<file path="src/design/humidity_temp_frame_decoder_macros.svh">
// Assertion macros shared by the frame decoder modules.
// Define NO_ASSERTIONS to compile every check away; no other dependencies.
`ifndef HUMIDITY_TEMP_FRAME_DECODER_MACROS_SVH
`define HUMIDITY_TEMP_FRAME_DECODER_MACROS_SVH
`ifndef NO_ASSERTIONS
`define HFD_ASSERT_ALWAYS(lbl, clk, rst, cond) \
  lbl: assert property (@(posedge clk) disable iff (rst) (cond)) \
    else $error("frame decoder check failed");
`define HFD_ASSERT_IMPLY(lbl, clk, rst, ante, cons) \
  lbl: assert property (@(posedge clk) disable iff (rst) (ante) |-> (cons)) \
    else $error("frame decoder check failed");
`define HFD_ASSERT_NEXT(lbl, clk, rst, ante, cons) \
  lbl: assert property (@(posedge clk) disable iff (rst) (ante) |=> (cons)) \
    else $error("frame decoder check failed");
`else
`define HFD_ASSERT_ALWAYS(lbl, clk, rst, cond)
`define HFD_ASSERT_IMPLY(lbl, clk, rst, ante, cons)
`define HFD_ASSERT_NEXT(lbl, clk, rst, ante, cons)
`endif
`endif

</file>
<file path="src/design/hfd_pkg.sv">
// Shared types, constants and the CRC-8 byte function of the frame decoder.
// No dependencies.
`timescale 1ns / 1ps
`default_nettype none
package hfd_pkg;

  localparam logic [7:0] CRC_INIT   = 8'hFF;
  localparam logic [7:0] CRC_POLY   = 8'h31;
  localparam logic [7:0] BUSY_MASK  = 8'h80;
  localparam logic [7:0] LOW_NIBBLE = 8'h0F;
  localparam logic [2:0] FRAME_LAST = 3'd6;
  localparam int unsigned PAYLOAD_LEN = 5;

  localparam logic [1:0] ST_OK       = 2'd0;
  localparam logic [1:0] ST_BUSY     = 2'd1;
  localparam logic [1:0] ST_MISMATCH = 2'd2;

  // Fixed-point scales: value = floor(raw * scale / 2^20), less TEMP_OFFSET for temperature.
  localparam logic [13:0] HUM_SCALE   = 14'd10000;
  localparam logic [14:0] TEMP_SCALE  = 15'd20000;
  localparam logic [14:0] TEMP_OFFSET = 15'd5000;
  localparam int unsigned RAW_W  = 20;
  localparam int unsigned HPROD_W = RAW_W + 14;
  localparam int unsigned TPROD_W = RAW_W + 15;

  typedef struct packed {
    logic [1:0]       result_status;
    logic [7:0]       status_byte;
    logic [RAW_W-1:0] humidity_raw;
    logic [RAW_W-1:0] temperature_raw;
    logic [7:0]       computed_check;
  } frame_rec_t;

  // CRC-8, MSB first, one byte folded in.
  function automatic logic [7:0] crc8_byte(input logic [7:0] crc, input logic [7:0] b);
    logic [7:0] c;
    c = crc ^ b;
    for (int i = 0; i < 8; i++) begin
      if (c[7]) begin
        c = {c[6:0], 1'b0} ^ CRC_POLY;
      end else begin
        c = {c[6:0], 1'b0};
      end
    end
    return c;
  endfunction

endpackage
`default_nettype wire

</file>
<file path="src/design/hfd_in_if.sv">
// Byte channel into the frame decoder: valid/ready plus one frame byte.
// Depends on nothing but the clock domain of its user.
`timescale 1ns / 1ps
`default_nettype none
interface hfd_in_if;
  logic       valid;
  logic       ready;
  logic [7:0] data_byte;
  logic       frame_start;

  modport source (output valid, output data_byte, output frame_start, input ready);
  modport sink   (input valid, input data_byte, input frame_start, output ready);
endinterface
`default_nettype wire

</file>
<file path="src/design/hfd_out_if.sv">
// Result channel out of the frame decoder: valid/ready plus one decoded reading.
// Depends on hfd_pkg for the field widths.
`timescale 1ns / 1ps
`default_nettype none
interface hfd_out_if import hfd_pkg::*; ();
  logic                    valid;
  logic                    ready;
  logic [1:0]              result_status;
  logic [7:0]              status_byte;
  logic [RAW_W-1:0]        humidity_raw;
  logic [RAW_W-1:0]        temperature_raw;
  logic [13:0]             humidity_centi;
  logic signed [14:0]      temperature_centi;
  logic [7:0]              computed_check;

  modport source (output valid, output result_status, output status_byte,
                  output humidity_raw, output temperature_raw, output humidity_centi,
                  output temperature_centi, output computed_check, input ready);
  modport sink   (input valid, input result_status, input status_byte,
                  input humidity_raw, input temperature_raw, input humidity_centi,
                  input temperature_centi, input computed_check, output ready);
endinterface
`default_nettype wire

</file>
<file path="src/design/humidity_temp_frame_decoder.sv">
// Humidity/temperature frame decoder: one byte accepted per cycle unless stalled.
// After the check byte is accepted, the record goes through the record queue,
// then the multiply stage, then the output register; back-pressure can hold it at each.
// The front end stalls only on the byte in the check position while the record queue is full.
// Synchronous active-high reset empties the queue and pipeline and drops any partial frame.
`timescale 1ns / 1ps
`default_nettype none
`include "humidity_temp_frame_decoder_macros.svh"
module humidity_temp_frame_decoder import hfd_pkg::*; #(
  parameter int QUEUE_DEPTH = 2
) (
  input  wire logic clk,
  input  wire logic rst,
  hfd_in_if.sink    frame,
  hfd_out_if.source reading
);

  // The front end accepts each request byte, folds the status and payload bytes
  // into the CRC and keeps them. On the check byte it classifies the frame (busy
  // first, then checksum) and hands a complete record to the queue.
  logic       q_push;
  logic       q_space;
  logic       q_pop;
  logic       q_valid;
  frame_rec_t front_rec;
  frame_rec_t back_rec;

  hfd_front u_front (
    .clk   (clk),
    .rst   (rst),
    .frame (frame),
    .space (q_space),
    .push  (q_push),
    .rec   (front_rec)
  );

  // The queue decouples the byte side from the result side, so a stalled consumer
  // does not hold up bytes of the following frame until the queue is full.
  hfd_queue #(
    .DEPTH (QUEUE_DEPTH)
  ) u_queue (
    .clk      (clk),
    .rst      (rst),
    .push     (q_push),
    .push_rec (front_rec),
    .space    (q_space),
    .pop      (q_pop),
    .valid    (q_valid),
    .pop_rec  (back_rec)
  );

  // The back end multiplies the raw readings by their scales in one stage and
  // takes the upper bits and the temperature offset into the output register.
  hfd_back u_back (
    .clk     (clk),
    .rst     (rst),
    .q_valid (q_valid),
    .rec     (back_rec),
    .pop     (q_pop),
    .reading (reading)
  );

  // A set busy bit in the status byte must always be reported as busy, and a
  // clear one never.
  `HFD_ASSERT_IMPLY(a_busy_reported, clk, rst,
    reading.valid && reading.status_byte[7], reading.result_status == ST_BUSY)
  `HFD_ASSERT_IMPLY(a_busy_only_when_set, clk, rst,
    reading.valid && !reading.status_byte[7], reading.result_status != ST_BUSY)

endmodule
`default_nettype wire

</file>
<file path="src/design/hfd_front.sv">
// Front end: tracks frame position, runs the CRC and assembles one record per frame.
// Depends on hfd_pkg, hfd_in_if and the assertion macros.
`timescale 1ns / 1ps
`default_nettype none
`include "humidity_temp_frame_decoder_macros.svh"
module hfd_front import hfd_pkg::*; (
  input  wire logic    clk,
  input  wire logic    rst,
  hfd_in_if.sink       frame,
  input  wire logic    space,
  output logic         push,
  output frame_rec_t   rec
);

  logic [2:0] pos;
  logic [7:0] crc;
  logic [7:0] held_status;
  logic [7:0] payload [PAYLOAD_LEN];
  logic       accept;
  logic [2:0] slot;
  logic [7:0] crc_next;
  logic [7:0] low_bits;

  // Only the check byte needs room in the queue.
  assign frame.ready = space || (pos != FRAME_LAST);
  assign accept      = frame.valid && frame.ready;
  assign slot        = 3'(pos - 3'd1);
  assign crc_next    = crc8_byte(frame.frame_start ? CRC_INIT : crc, frame.data_byte);
  assign low_bits    = payload[2] & LOW_NIBBLE;

  assign push = accept && !frame.frame_start && (pos == FRAME_LAST);

  always_comb begin
    rec.status_byte     = held_status;
    rec.computed_check  = crc;
    rec.humidity_raw    = {payload[0], payload[1], payload[2][7:4]};
    rec.temperature_raw = {low_bits[3:0], payload[3], payload[4]};
    if ((held_status & BUSY_MASK) != 8'h00) begin
      rec.result_status = ST_BUSY;
    end else if (crc != frame.data_byte) begin
      rec.result_status = ST_MISMATCH;
    end else begin
      rec.result_status = ST_OK;
    end
  end

  always_ff @(posedge clk) begin
    if (rst) begin
      pos         <= 3'd0;
      crc         <= CRC_INIT;
      held_status <= 8'h00;
    end else if (accept) begin
      if (frame.frame_start) begin
        held_status <= frame.data_byte;
        crc         <= crc_next;
        pos         <= 3'd1;
      end else if (pos == FRAME_LAST) begin
        pos <= 3'd0;
      end else if (pos != 3'd0) begin
        crc <= crc_next;
        pos <= 3'(pos + 3'd1);
      end
    end
  end

  always_ff @(posedge clk) begin
    if (accept && !frame.frame_start && pos != 3'd0 && pos != FRAME_LAST) begin
      payload[slot] <= frame.data_byte;
    end
  end

  `HFD_ASSERT_ALWAYS(a_pos_range, clk, rst, pos <= FRAME_LAST)
  `HFD_ASSERT_NEXT(a_idle_byte_ignored, clk, rst,
    accept && !frame.frame_start && pos == 3'd0, pos == 3'd0 && $stable(crc))

endmodule
`default_nettype wire

</file>
<file path="src/design/hfd_queue.sv">
// Small FIFO of frame records between the front end and the conversion pipeline.
// Depends on hfd_pkg and the assertion macros.
`timescale 1ns / 1ps
`default_nettype none
`include "humidity_temp_frame_decoder_macros.svh"
module hfd_queue import hfd_pkg::*; #(
  parameter int DEPTH = 2
) (
  input  wire logic        clk,
  input  wire logic        rst,
  input  wire logic        push,
  input  wire frame_rec_t  push_rec,
  output logic             space,
  input  wire logic        pop,
  output logic             valid,
  output frame_rec_t       pop_rec
);

  localparam int PW = (DEPTH > 1) ? $clog2(DEPTH) : 1;
  localparam int CW = $clog2(DEPTH + 1);

  frame_rec_t    entries [DEPTH];
  logic [PW-1:0] wr;
  logic [PW-1:0] rd;
  logic [CW-1:0] count;

  assign space   = count != CW'(DEPTH);
  assign valid   = count != '0;
  assign pop_rec = entries[rd];

  always_ff @(posedge clk) begin
    if (rst) begin
      wr    <= '0;
      rd    <= '0;
      count <= '0;
    end else begin
      if (push) begin
        wr <= (wr == PW'(DEPTH - 1)) ? '0 : PW'(wr + 1'b1);
      end
      if (pop) begin
        rd <= (rd == PW'(DEPTH - 1)) ? '0 : PW'(rd + 1'b1);
      end
      if (push && !pop) begin
        count <= CW'(count + 1'b1);
      end else if (pop && !push) begin
        count <= CW'(count - 1'b1);
      end
    end
  end

  always_ff @(posedge clk) begin
    if (push) begin
      entries[wr] <= push_rec;
    end
  end

  `HFD_ASSERT_ALWAYS(a_count_bound, clk, rst, count <= CW'(DEPTH))
  `HFD_ASSERT_NEXT(a_count_up, clk, rst, push && !pop, count == CW'($past(count) + 1'b1))

endmodule
`default_nettype wire

</file>
<file path="src/design/hfd_back.sv">
// Back end: two-stage pipeline that scales the raw readings to fixed point.
// Depends on hfd_pkg and hfd_out_if.
`timescale 1ns / 1ps
`default_nettype none
module hfd_back import hfd_pkg::*; (
  input  wire logic        clk,
  input  wire logic        rst,
  input  wire logic        q_valid,
  input  wire frame_rec_t  rec,
  output logic             pop,
  hfd_out_if.source        reading
);

  logic               s1_valid;
  frame_rec_t         s1_rec;
  logic [HPROD_W-1:0] hprod;
  logic [TPROD_W-1:0] tprod;
  logic               s1_ready;
  logic               s2_ready;
  logic [14:0]        tfloor;

  assign s2_ready = !reading.valid || reading.ready;
  assign s1_ready = !s1_valid || s2_ready;
  assign pop      = q_valid && s1_ready;
  assign tfloor   = tprod[TPROD_W-1:RAW_W];

  always_ff @(posedge clk) begin
    if (rst) begin
      s1_valid <= 1'b0;
    end else if (s1_ready) begin
      s1_valid <= q_valid;
    end
  end

  always_ff @(posedge clk) begin
    if (pop) begin
      s1_rec <= rec;
      hprod  <= HPROD_W'(rec.humidity_raw) * HPROD_W'(HUM_SCALE);
      tprod  <= TPROD_W'(rec.temperature_raw) * TPROD_W'(TEMP_SCALE);
    end
  end

  always_ff @(posedge clk) begin
    if (rst) begin
      reading.valid <= 1'b0;
    end else if (s2_ready) begin
      reading.valid <= s1_valid;
    end
  end

  always_ff @(posedge clk) begin
    if (s1_valid && s2_ready) begin
      reading.result_status     <= s1_rec.result_status;
      reading.status_byte       <= s1_rec.status_byte;
      reading.humidity_raw      <= s1_rec.humidity_raw;
      reading.temperature_raw   <= s1_rec.temperature_raw;
      reading.computed_check    <= s1_rec.computed_check;
      reading.humidity_centi    <= hprod[HPROD_W-1:RAW_W];
      reading.temperature_centi <= signed'(15'(tfloor - TEMP_OFFSET));
    end
  end

endmodule
`default_nettype wire

</file>
<file path="src/flat_wrapper.sv">
// flat-port wrapper written by rule: the top's interface ports become plain ports
module humidity_temp_frame_decoder_flat import hfd_pkg::*;
#(
  parameter int QUEUE_DEPTH = 2
)
  (clk, rst, frame_valid, frame_data_byte, frame_frame_start, frame_ready, reading_valid, reading_result_status, reading_status_byte, reading_humidity_raw, reading_temperature_raw, reading_humidity_centi, reading_temperature_centi, reading_computed_check, reading_ready);
  hfd_in_if frame_i ();
  hfd_out_if reading_i ();
  input  wire logic clk;
  input  wire logic rst;
  input wire logic [$bits(frame_i.valid)-1:0] frame_valid;
  input wire logic [$bits(frame_i.data_byte)-1:0] frame_data_byte;
  input wire logic [$bits(frame_i.frame_start)-1:0] frame_frame_start;
  output wire logic [$bits(frame_i.ready)-1:0] frame_ready;
  output wire logic [$bits(reading_i.valid)-1:0] reading_valid;
  output wire logic [$bits(reading_i.result_status)-1:0] reading_result_status;
  output wire logic [$bits(reading_i.status_byte)-1:0] reading_status_byte;
  output wire logic [$bits(reading_i.humidity_raw)-1:0] reading_humidity_raw;
  output wire logic [$bits(reading_i.temperature_raw)-1:0] reading_temperature_raw;
  output wire logic [$bits(reading_i.humidity_centi)-1:0] reading_humidity_centi;
  output wire logic [$bits(reading_i.temperature_centi)-1:0] reading_temperature_centi;
  output wire logic [$bits(reading_i.computed_check)-1:0] reading_computed_check;
  input wire logic [$bits(reading_i.ready)-1:0] reading_ready;
  assign frame_i.valid = frame_valid;
  assign frame_i.data_byte = frame_data_byte;
  assign frame_i.frame_start = frame_frame_start;
  assign frame_ready = frame_i.ready;
  assign reading_valid = reading_i.valid;
  assign reading_result_status = reading_i.result_status;
  assign reading_status_byte = reading_i.status_byte;
  assign reading_humidity_raw = reading_i.humidity_raw;
  assign reading_temperature_raw = reading_i.temperature_raw;
  assign reading_humidity_centi = reading_i.humidity_centi;
  assign reading_temperature_centi = reading_i.temperature_centi;
  assign reading_computed_check = reading_i.computed_check;
  assign reading_i.ready = reading_ready;
  humidity_temp_frame_decoder #(.QUEUE_DEPTH(QUEUE_DEPTH)) u_core (.clk(clk), .rst(rst), .frame(frame_i), .reading(reading_i));
endmodule
</file>
<file path="config.mk">
export PLATFORM = sky130hd
export DESIGN_NAME = humidity_temp_frame_decoder_flat
export DESIGN_NICKNAME = d
export VERILOG_FILES = /design/src/design/hfd_pkg.sv /design/src/design/hfd_in_if.sv /design/src/design/hfd_out_if.sv /design/src/design/humidity_temp_frame_decoder.sv /design/src/design/hfd_front.sv /design/src/design/hfd_queue.sv /design/src/design/hfd_back.sv /design/src/flat_wrapper.sv
export VERILOG_INCLUDE_DIRS = /design/src /design/src/design
export SDC_FILE = /design/constraint.sdc
export NUM_CORES = 1
export LEC_CHECK = 0
export BUFFER_PORTS_ARGS = -buffer_cell sky130_fd_sc_hd__buf_2
export CORE_ASPECT_RATIO = 0.6
export CORE_UTILIZATION = 50
export DETAILED_ROUTE_END_ITERATION = 7
export PLACE_DENSITY = 0.66
export SKIP_CTS_REPAIR_TIMING = 1
export SKIP_LAST_GASP = 1
export SLEW_MARGIN = 20
export SYNTH_ARGS = -nofsm -noshare
export SYNTH_HDL_FRONTEND = slang
export SYNTH_SLANG_ARGS = --single-unit
</file>
<file path="constraint.sdc">
create_clock -name clk -period 8.5 [get_ports clk]
set_input_delay 0.85 -clock clk [delete_from_list [all_inputs] [get_ports clk]]
set_output_delay 0.85 -clock clk [all_outputs]
set_load 0.02 [all_outputs]
</file>
Yosys cells after proc, flatten, opt, wreduce, memory -nomap -nowiden

Memories as Yosys holds them, arrays and structs flattened. A register that Yosys moved wholly into a read port is not among the register bits.
Cells that the tools add are included.

Reductions and logical operators: 25
Bitwise logic cells: 9
Multipliers: 2
Mux-type cells: 27
Add/sub/neg operators: 7
Eq/ne operators: 5

Operator list:

| cell                   | number |
|---|---|
| $mul 20x10->30 const B | 2 |
| $mux 6                 | 8 |
| $mux 8                 | 4 |
| $not 3->3              | 8 |
| $sub 15x13->15 const B | 1 |
| $logic_and 1x1->1      | 9 |
| $mux 3                 | 3 |
| $mux 1                 | 8 |
| $mux 2                 | 4 |
| $ne 8x8->1             | 1 |
| $xor 8x8->8            | 1 |
| $reduce_bool 2->1      | 3 |
| $reduce_bool 3->1      | 2 |
| $logic_not 1->1        | 5 |
| $ne 2x2->1 const B     | 2 |
| $reduce_and 2->1       | 2 |
| $add 3x1->3 const B    | 1 |
| $eq 3x3->1 const B     | 1 |
| $logic_or 1x1->1       | 3 |
| $ne 3x3->1 const B     | 1 |
| $reduce_and 3->1       | 1 |
| $sub 3x1->3 const B    | 1 |
| $add 1x1->1 const B    | 2 |
| $add 2x1->2 const B    | 1 |
| $sub 2x1->2 const B    | 1 |

Bits in writable memories: 156
Memories: 2
Input port bits: 13
Output and inout port bits: 89
Logic and storage cells: 99
Flip-flop bits (word level): 230

Memories:

| memory                 | words | width | read ports | clocked after Yosys merged registers in | wr ports | RTL line        | text |
|---|---|---|---|---|---|---|---|
| u_core.u_queue.entries | 2     | 58    | 1          | 1                                       | 1        | hfd_queue.sv:22 | `frame_rec_t entries [DEPTH];` |
| u_core.u_front.payload | 5     | 8     | 5          | 0                                       | 1        | hfd_front.sv:18 | `logic [7:0] payload [PAYLOAD_LEN];` |

Logic depth before layout (Yosys ltp)

Gate-level depths: netlist of run 1.

Depth after elaboration: 21
Mapped depth: 23
Depth with buffers taken out: 21

Cells and area by module

Synthesis of run 1 repeated with hierarchy kept, for this count alone.

Cells, all modules: 1299
Area total of the unflattened synthesis: 18517.8 um2

Modules (own cells, without submodules):

| module    | times used | area each (um2) | sequential area each (um2) | cells an instance |
|---|---|---|---|---|
| hfd_back  | 1          | 11557.3         | 5265.0                     | 910 |
| hfd_queue | 1          | 4464.3          | 3583.4                     | 202 |
| hfd_front | 1          | 2496.1          | 1581.5                     | 187 |

Worst setup path after synthesis of run 1

No wires, ideal clock.

Path type: reg-to-reg
Start: register u_core.u_front.pos[0]
End: memory u_core.u_queue.entries[0][0] (netlist bit) (enable)
Library setup time: 613 ps
Buffers on the path: 1
Path slack: 1058 ps
Arrival time: 6829 ps
Cell stages (with the launch flop): 7
Cell sequence: dfxtp_1 -> clkbuf_1 -> inv_1 -> ha_1 -> nand4b_1 -> nand2_1 -> nor4_1

Cells in the longest elaborated chain, start to end: 7
Elaborated cells on any way between the ends: 8

RTL lines:

| what                            | RTL line           | text |
|---|---|---|
| start: declaration              | hfd_front.sv:15    | `logic [2:0] pos;` |
| start signal: assignment        | hfd_front.sv:61    | `pos <= 3'(pos + 3'd1);` |
| $ne 3x3->1                      | hfd_front.sv:25    | `assign frame.ready = space \|\| (pos != FRAME_LAST);` |
| $logic_or 1x1->1                | hfd_front.sv:25    |  |
| net frame_ready                 | flat_wrapper.sv:14 | `output wire logic [$bits(frame_i.ready)-1:0] frame_ready;` |
| $logic_and 1x1->1               | hfd_front.sv:26    | `assign accept = frame.valid && frame.ready;` |
| $logic_and 1x1->1 (2 in series) | hfd_front.sv:31    | `assign push = accept && !frame.frame_start && (pos == FRAME_LAST);` |
| $mux 1                          | hfd_queue.sv:52    | `if (push) begin` |
| $mux 1 (implied by the code)    | hfd_queue.sv:53    | `entries[wr] <= push_rec;` |
| end: declaration                | hfd_queue.sv:22    |  |

The timed path passes the listed nets, and every way through them passes these cells.

==> results of run 1 <==
==> cell type report <==
cell class,instances,area share
inverters,211,0.0389
flip-flops and latches,352,0.506
multi-input cells,697,0.343
clock buffers,34,0.0417
well taps,467,0.0287
clock inverters,25,0.0118
repair buffers,112,0.0295
==> worst max-delay path, stage by stage, from the launching register on <==
cell and delay, ns:
dfxtp_2 0.59, buf_4 0.69, mux2i_1 0.67, inv_1 0.31
fa_1 0.52, ha_1 0.33, fa_1 0.48, ha_1 0.28
inv_1 0.05, fa_1 0.53, inv_1 0.05, ha_1 0.38
a21o_1 0.18, a21oi_1 0.12, o21ai_0 0.13, a221oi_1 0.57
a211oi_1 0.22, a211oi_1 0.34, xnor2_1 0.10
==> routing by layer <==
metal,part of all wire,GRT usage,vias up
li1,-,-,4749
met1,0.54,0.328,4906
met2,0.38,0.246,254
met3,0.065,0.0441,33
met4,0.014,0.0451,0
met5,0,0,-
==> registers in the layout, indices dropped and copies added, names as in the netlist, 7 cells and up, named ones only <==
signal and cells:
u_core.u_back.tprod 15, u_core.u_back.reading.computed_check 8, u_core.u_front.held_status 8, u_core.u_back.s1_rec 57, u_core.u_back.reading.temperature_raw 20, u_core.u_back.reading.status_byte 7
u_core.u_front.crc 8, u_core.u_back.reading.humidity_centi 14, u_core.u_back.reading.temperature_centi 15, u_core.u_front.payload 40, u_core.u_queue.entries 114, u_core.u_back.reading.humidity_raw 20
u_core.u_back.hprod 14
==> kinds of logic after synthesis <==
group           after synthesis
flops                       352
buf+inv                     233
fa+ha+maj                   257
compound gates              150
mux                          67
xor+xnor                     82
simple gates                141
==> synthesized netlist by cell type (all sizes together) (4+ instances only) <==
master  number  share of area
nand3       10         0.0028
nand2b       6         0.0021
inv        211          0.044
nor4         5         0.0017
nor2b        4         0.0014
and3         4         0.0014
clkbuf      17         0.0035
nand3b       5         0.0021
a21oi       53          0.015
o21ai       25         0.0069
nor3b        4         0.0017
a211o        8         0.0039
nor3         8         0.0022
fa          84          0.093
nand4        7         0.0024
edfxtp     326           0.54
xnor2       42          0.021
dfxtp       26          0.029
mux2i       41          0.023
o21a         4         0.0017
ha         173           0.12
nand2       24         0.0050
mux2        26          0.016
buf          5         0.0017
a211oi       5         0.0021
a21o        30          0.012
nor2        54          0.011
xor2        38          0.018
o211ai       6         0.0025
==> final timing paths <==
path / startpoint / to / slack [ns] / cells after the start
hold reg to reg: u_core.u_back.s1_rec[32] / u_core.u_back.reading.humidity_raw[4] / 0.42 / 0
setup reg to reg: register / u_core.u_back.tprod[30] / 1.65 / 18
setup / recovery: register / u_core.u_back.tprod[30] / 1.65 / 18
hold / removal: u_core.u_back.s1_rec[32] / u_core.u_back.reading.humidity_raw[4] / 0.42 / 0
==> metrics by stage <==
step	hold slack [ns]	worst slack (ns)	instance area (um^2)
5_1_grt	0.421	1.22	20400
2_1_floorplan	0.400	1.06	18200
3_5_place_dp	0.405	1.75	19300
3_3_place_gp	0.402	1.79	19300
4_1_cts	0.419	1.71	20400
6_report	0.418	1.65	20400
==> flow_metrics.env, run 1 <==
export IMPL_maxCapViolCount=0
export IMPL_critPathCaptureType="register"
export IMPL_dp_cells=1839
export IMPL_final_common_cell="edfxtp_1"
export IMPL_initial_core_util=0.513
export IMPL_layout_nets=1678
export IMPL_clock_root_buffer="clkbuf_16"
export IMPL_avgSynthCellArea_um2=14.2
export IMPL_fin_crit_ns=6.85
export IMPL_dp_hpwl_um=24700
export IMPL_ys_ff_latch=352
export IMPL_outcome="complete, no violations"
export IMPL_place_congestion=0.882
export IMPL_avgViaCountPerCell=5.24
export IMPL_synth_main_ff_cell="edfxtp_1"
export IMPL_synth_compound_area_frac=0.0542
export IMPL_drtIter0Drc=777
export IMPL_overflow=0
export IMPL_remaining_drc_errors=0
export IMPL_clkTransAtPathRegs_ns=0.06
export IMPL_layout_area_overhead_vs_synth_pct=12.2
export IMPL_drt_wl_total_um=34300
export IMPL_drive_above_1_share=0.143
export IMPL_fmax_ghz=0.146
export IMPL_wire_per_inst_um=18.1
export IMPL_fin_crit_sh=0.806
export IMPL_synth_top_family_by_area="adder cells"
export IMPL_synthesis_instances=1282
export IMPL_arrival_ns=7.14
export IMPL_slew_headroom=0.268
export IMPL_htreeDepth=2
export IMPL_setup_violations=0
export IMPL_stdcell_count=1898
export IMPL_min_delay_path_class="register to register"
export IMPL_ant_nets=0
export IMPL_clk_latency_ns=0.54
export IMPL_critPathLaunchType="register"
export IMPL_yosys_warnings=0
export IMPL_diodes=0
export IMPL_dieHeight_um=150
export IMPL_cts_tree="built"
export IMPL_hold_viol_final=0
export IMPL_pin_count=102
export IMPL_synth_async_reset_ratio=0
export IMPL_synthAdderAreaFrac=0.212
export IMPL_syn_area_um2=18200
export IMPL_num_fill_cells=2880
export IMPL_slew_violations=0
export IMPL_tritoncts_num_buffers=34
export IMPL_fin_tns_setup_ns=0
export IMPL_synth_simple_area_share=0.0377
export IMPL_final_util=0.576
export IMPL_rsz0062_at_grt="false"
export IMPL_via_count=9942
export IMPL_syn_nets=1552
export IMPL_cp_max_fo=48
export IMPL_rows=53
export IMPL_synthXorXnorAreaFrac=0.0415
export IMPL_antenna_found_initial=0
export IMPL_grt_pass1_wl_um=54500
export IMPL_path_class="register to register"
export IMPL_clockBufferDepth=3
export IMPL_grtUsageTotal=0.195
export IMPL_fp_dieArea_um2=37100
export IMPL_ys_types=55
export IMPL_multiInputGateArea_um2=7000
export IMPL_synth_edff_count=326
export IMPL_cts_num_sinks=352
export IMPL_seq_area_um2=10300
export IMPL_first_pass_iters=4
export IMPL_first_global_vias=9609
export IMPL_clock_skew_ns=0.0143
export IMPL_muxShareOfSynthArea=0.0387
export IMPL_required_ns=8.79
export IMPL_tightest_slew_ns=1.07
export IMPL_synth_seq_area_share=0.567
export IMPL_grt_max_degree=55
export IMPL_die_w_um=248
export IMPL_mostFrequentLayoutCells="326 x edfxtp_1, 210 x inv_1, 173 x ha_1, 101 x buf_2, 84 x fa_1"
export IMPL_core_area_um2=35400
export IMPL_place_port_buffers=101
Power of run 1 is not shown: default switching activity piles up to over one toggle a cycle in this logic, so the estimate is an artifact.
==> inputs of run 2 (changes only) <==
Clock period 8.5 ns to 6.4 ns, I/O delays scaled along.
==> flow_metrics.env, run 2 (synthesis results as in run 1) <==
export IMPL_outcome="complete, no violations"
export IMPL_wire_per_inst_um=17.8
export IMPL_critPathLaunchType="register"
export IMPL_initial_core_util=0.513
export IMPL_diodes=0
export IMPL_clk_latency_ns=0.53
export IMPL_final_common_cell="edfxtp_1"
export IMPL_layout_area_overhead_vs_synth_pct=13.3
export IMPL_pin_count=102
export IMPL_maxCapViolCount=0
export IMPL_fin_crit_sh=0.926
export IMPL_required_ns=6.68
export IMPL_ant_nets=0
export IMPL_path_buf_inv=4
export IMPL_fp_dieArea_um2=37100
export IMPL_min_delay_path_class="register to register"
export IMPL_rsz0062_at_grt="false"
export IMPL_first_pass_iters=5
export IMPL_rows=53
export IMPL_htreeDepth=2
export IMPL_hold_viol_final=0
export IMPL_fmax_ghz=0.169
export IMPL_max_stage_delay_ns=0.54
export IMPL_seq_area_um2=10300
export IMPL_clockBufferDepth=3
export IMPL_clkTransAtPathRegs_ns=0.07
export IMPL_critPathCaptureType="register"
export IMPL_remaining_drc_errors=0
export IMPL_cpMaxStageDelayCell="dfxtp_4"
export IMPL_drt_wl_total_um=34100
export IMPL_antenna_found_initial=0
export IMPL_slew_violations=0
export IMPL_dieHeight_um=150
export IMPL_cp_max_fo=21
export IMPL_place_port_buffers=101
export IMPL_crit_chain="buf_4 > mux2i_1 > inv_1 > fa_1 > ha_1 > fa_1 > ha_1 > inv_1 > fa_1 > inv_1 > ha_1 > a21oi_1 > o21ai_0 > a221oi_1 > o211ai_1 > a211oi_1 > o21ai_1 > xor2_1"
export IMPL_largest_register_ffs=114
export IMPL_slew_headroom=0.422
export IMPL_dp_hpwl_um=24700
export IMPL_die_w_um=248
export IMPL_multiInputGateArea_um2=7000
export IMPL_avgViaCountPerCell=5.20
export IMPL_tritoncts_num_buffers=35
export IMPL_cts_tree="built"
export IMPL_setup_violations=0
export IMPL_place_congestion=0.880
export IMPL_largest_register="u_core.u_queue.entries"
export IMPL_grtUsageTotal=0.192
export IMPL_layout_nets=1698
export IMPL_rrSetupSlack_ns=0.48
export IMPL_via_count=9991
export IMPL_largestRegisters="u_core.u_queue.entries: 114 flops, u_core.u_back.s1_rec: 57 flops, u_core.u_front.payload: 40 flops"
export IMPL_path_class="register to register"
export IMPL_clock_root_buffer="clkbuf_16"
export IMPL_tightest_slew_ns=0.867
export IMPL_fin_tns_setup_ns=0
export IMPL_first_global_vias=9733
export IMPL_grt_pass1_wl_um=54100
export IMPL_clock_skew_ns=0.0186
export IMPL_grt_max_degree=77
export IMPL_cts_num_sinks=352
export IMPL_overflow=0
export IMPL_arrival_ns=6.20
export IMPL_core_area_um2=35400
export IMPL_drive_above_1_share=0.153
export IMPL_num_fill_cells=2869
export IMPL_cp_top_family="adder cells"
export IMPL_drtIter0Drc=835
export IMPL_fin_crit_ns=5.92
export IMPL_mostFrequentLayoutCells="326 x edfxtp_1, 210 x inv_1, 173 x ha_1, 102 x buf_2, 84 x fa_1"
## run 2: metal layers
| metal | vias to the layer above | part of all wire | global-route usage |
|---|---|---|---|
| li1 | 4794 | - | - |
| met1 | 4894 | 0.54 | 0.323 |
| met2 | 260 | 0.39 | 0.248 |
| met3 | 43 | 0.061 | 0.0378 |
| met4 | 0 | 0.015 | 0.0402 |
| met5 | - | 0 | 0 |
## run 2: metrics by stage
stage | area (um^2) | hold slack (ns) | util | std cells | setup WS (ns)
final | 20600 | 0.417 | 0.581 | 1920 | 0.475
after floorplan | 18200 | 0.400 | - | 1282 | 0.575
after detailed placement | 19400 | 0.405 | 0.548 | 1856 | 0.349
after global routing | 20600 | 0.421 | 0.581 | 1920 | 0.00156
after global placement | 19400 | 0.402 | 0.548 | 1856 | 0.417
after CTS | 20600 | 0.416 | 0.581 | 1918 | 0.303
## run 2: final timing paths
kind / from / endpoint / depth (start not counted)
setup / recovery: register / u_core.u_back.hprod[29] / 18
hold reg to reg: u_core.u_back.s1_rec[23] / u_core.u_back.reading.temperature_raw[15] / 0
setup reg to reg: register / u_core.u_back.hprod[29] / 18
hold / removal: u_core.u_back.s1_rec[23] / u_core.u_back.reading.temperature_raw[15] / 0
## run 2: layout make-up
type,instances,share of cell area
sequential,352,0.501
clock inverter,18,0.0109
inverter,211,0.0385
clock buffer,44,0.0452
timing repair buffer,131,0.0357
tap,467,0.0284
multi-input combinational,697,0.340
## run 2: worst register-to-register path, delay by kind of cell (launching register included)
family / cells / cell delay (ns)
multiplexers: 1 / 0.46
flip-flops: 1 / 0.54
adder cells (fa/ha/maj): 6 / 2.33
XOR/XNOR: 1 / 0.15
AO/OA/AOI/OAI: 6 / 1.53
buffers and inverters: 4 / 0.65
Power of run 2 is left out for the same reason.
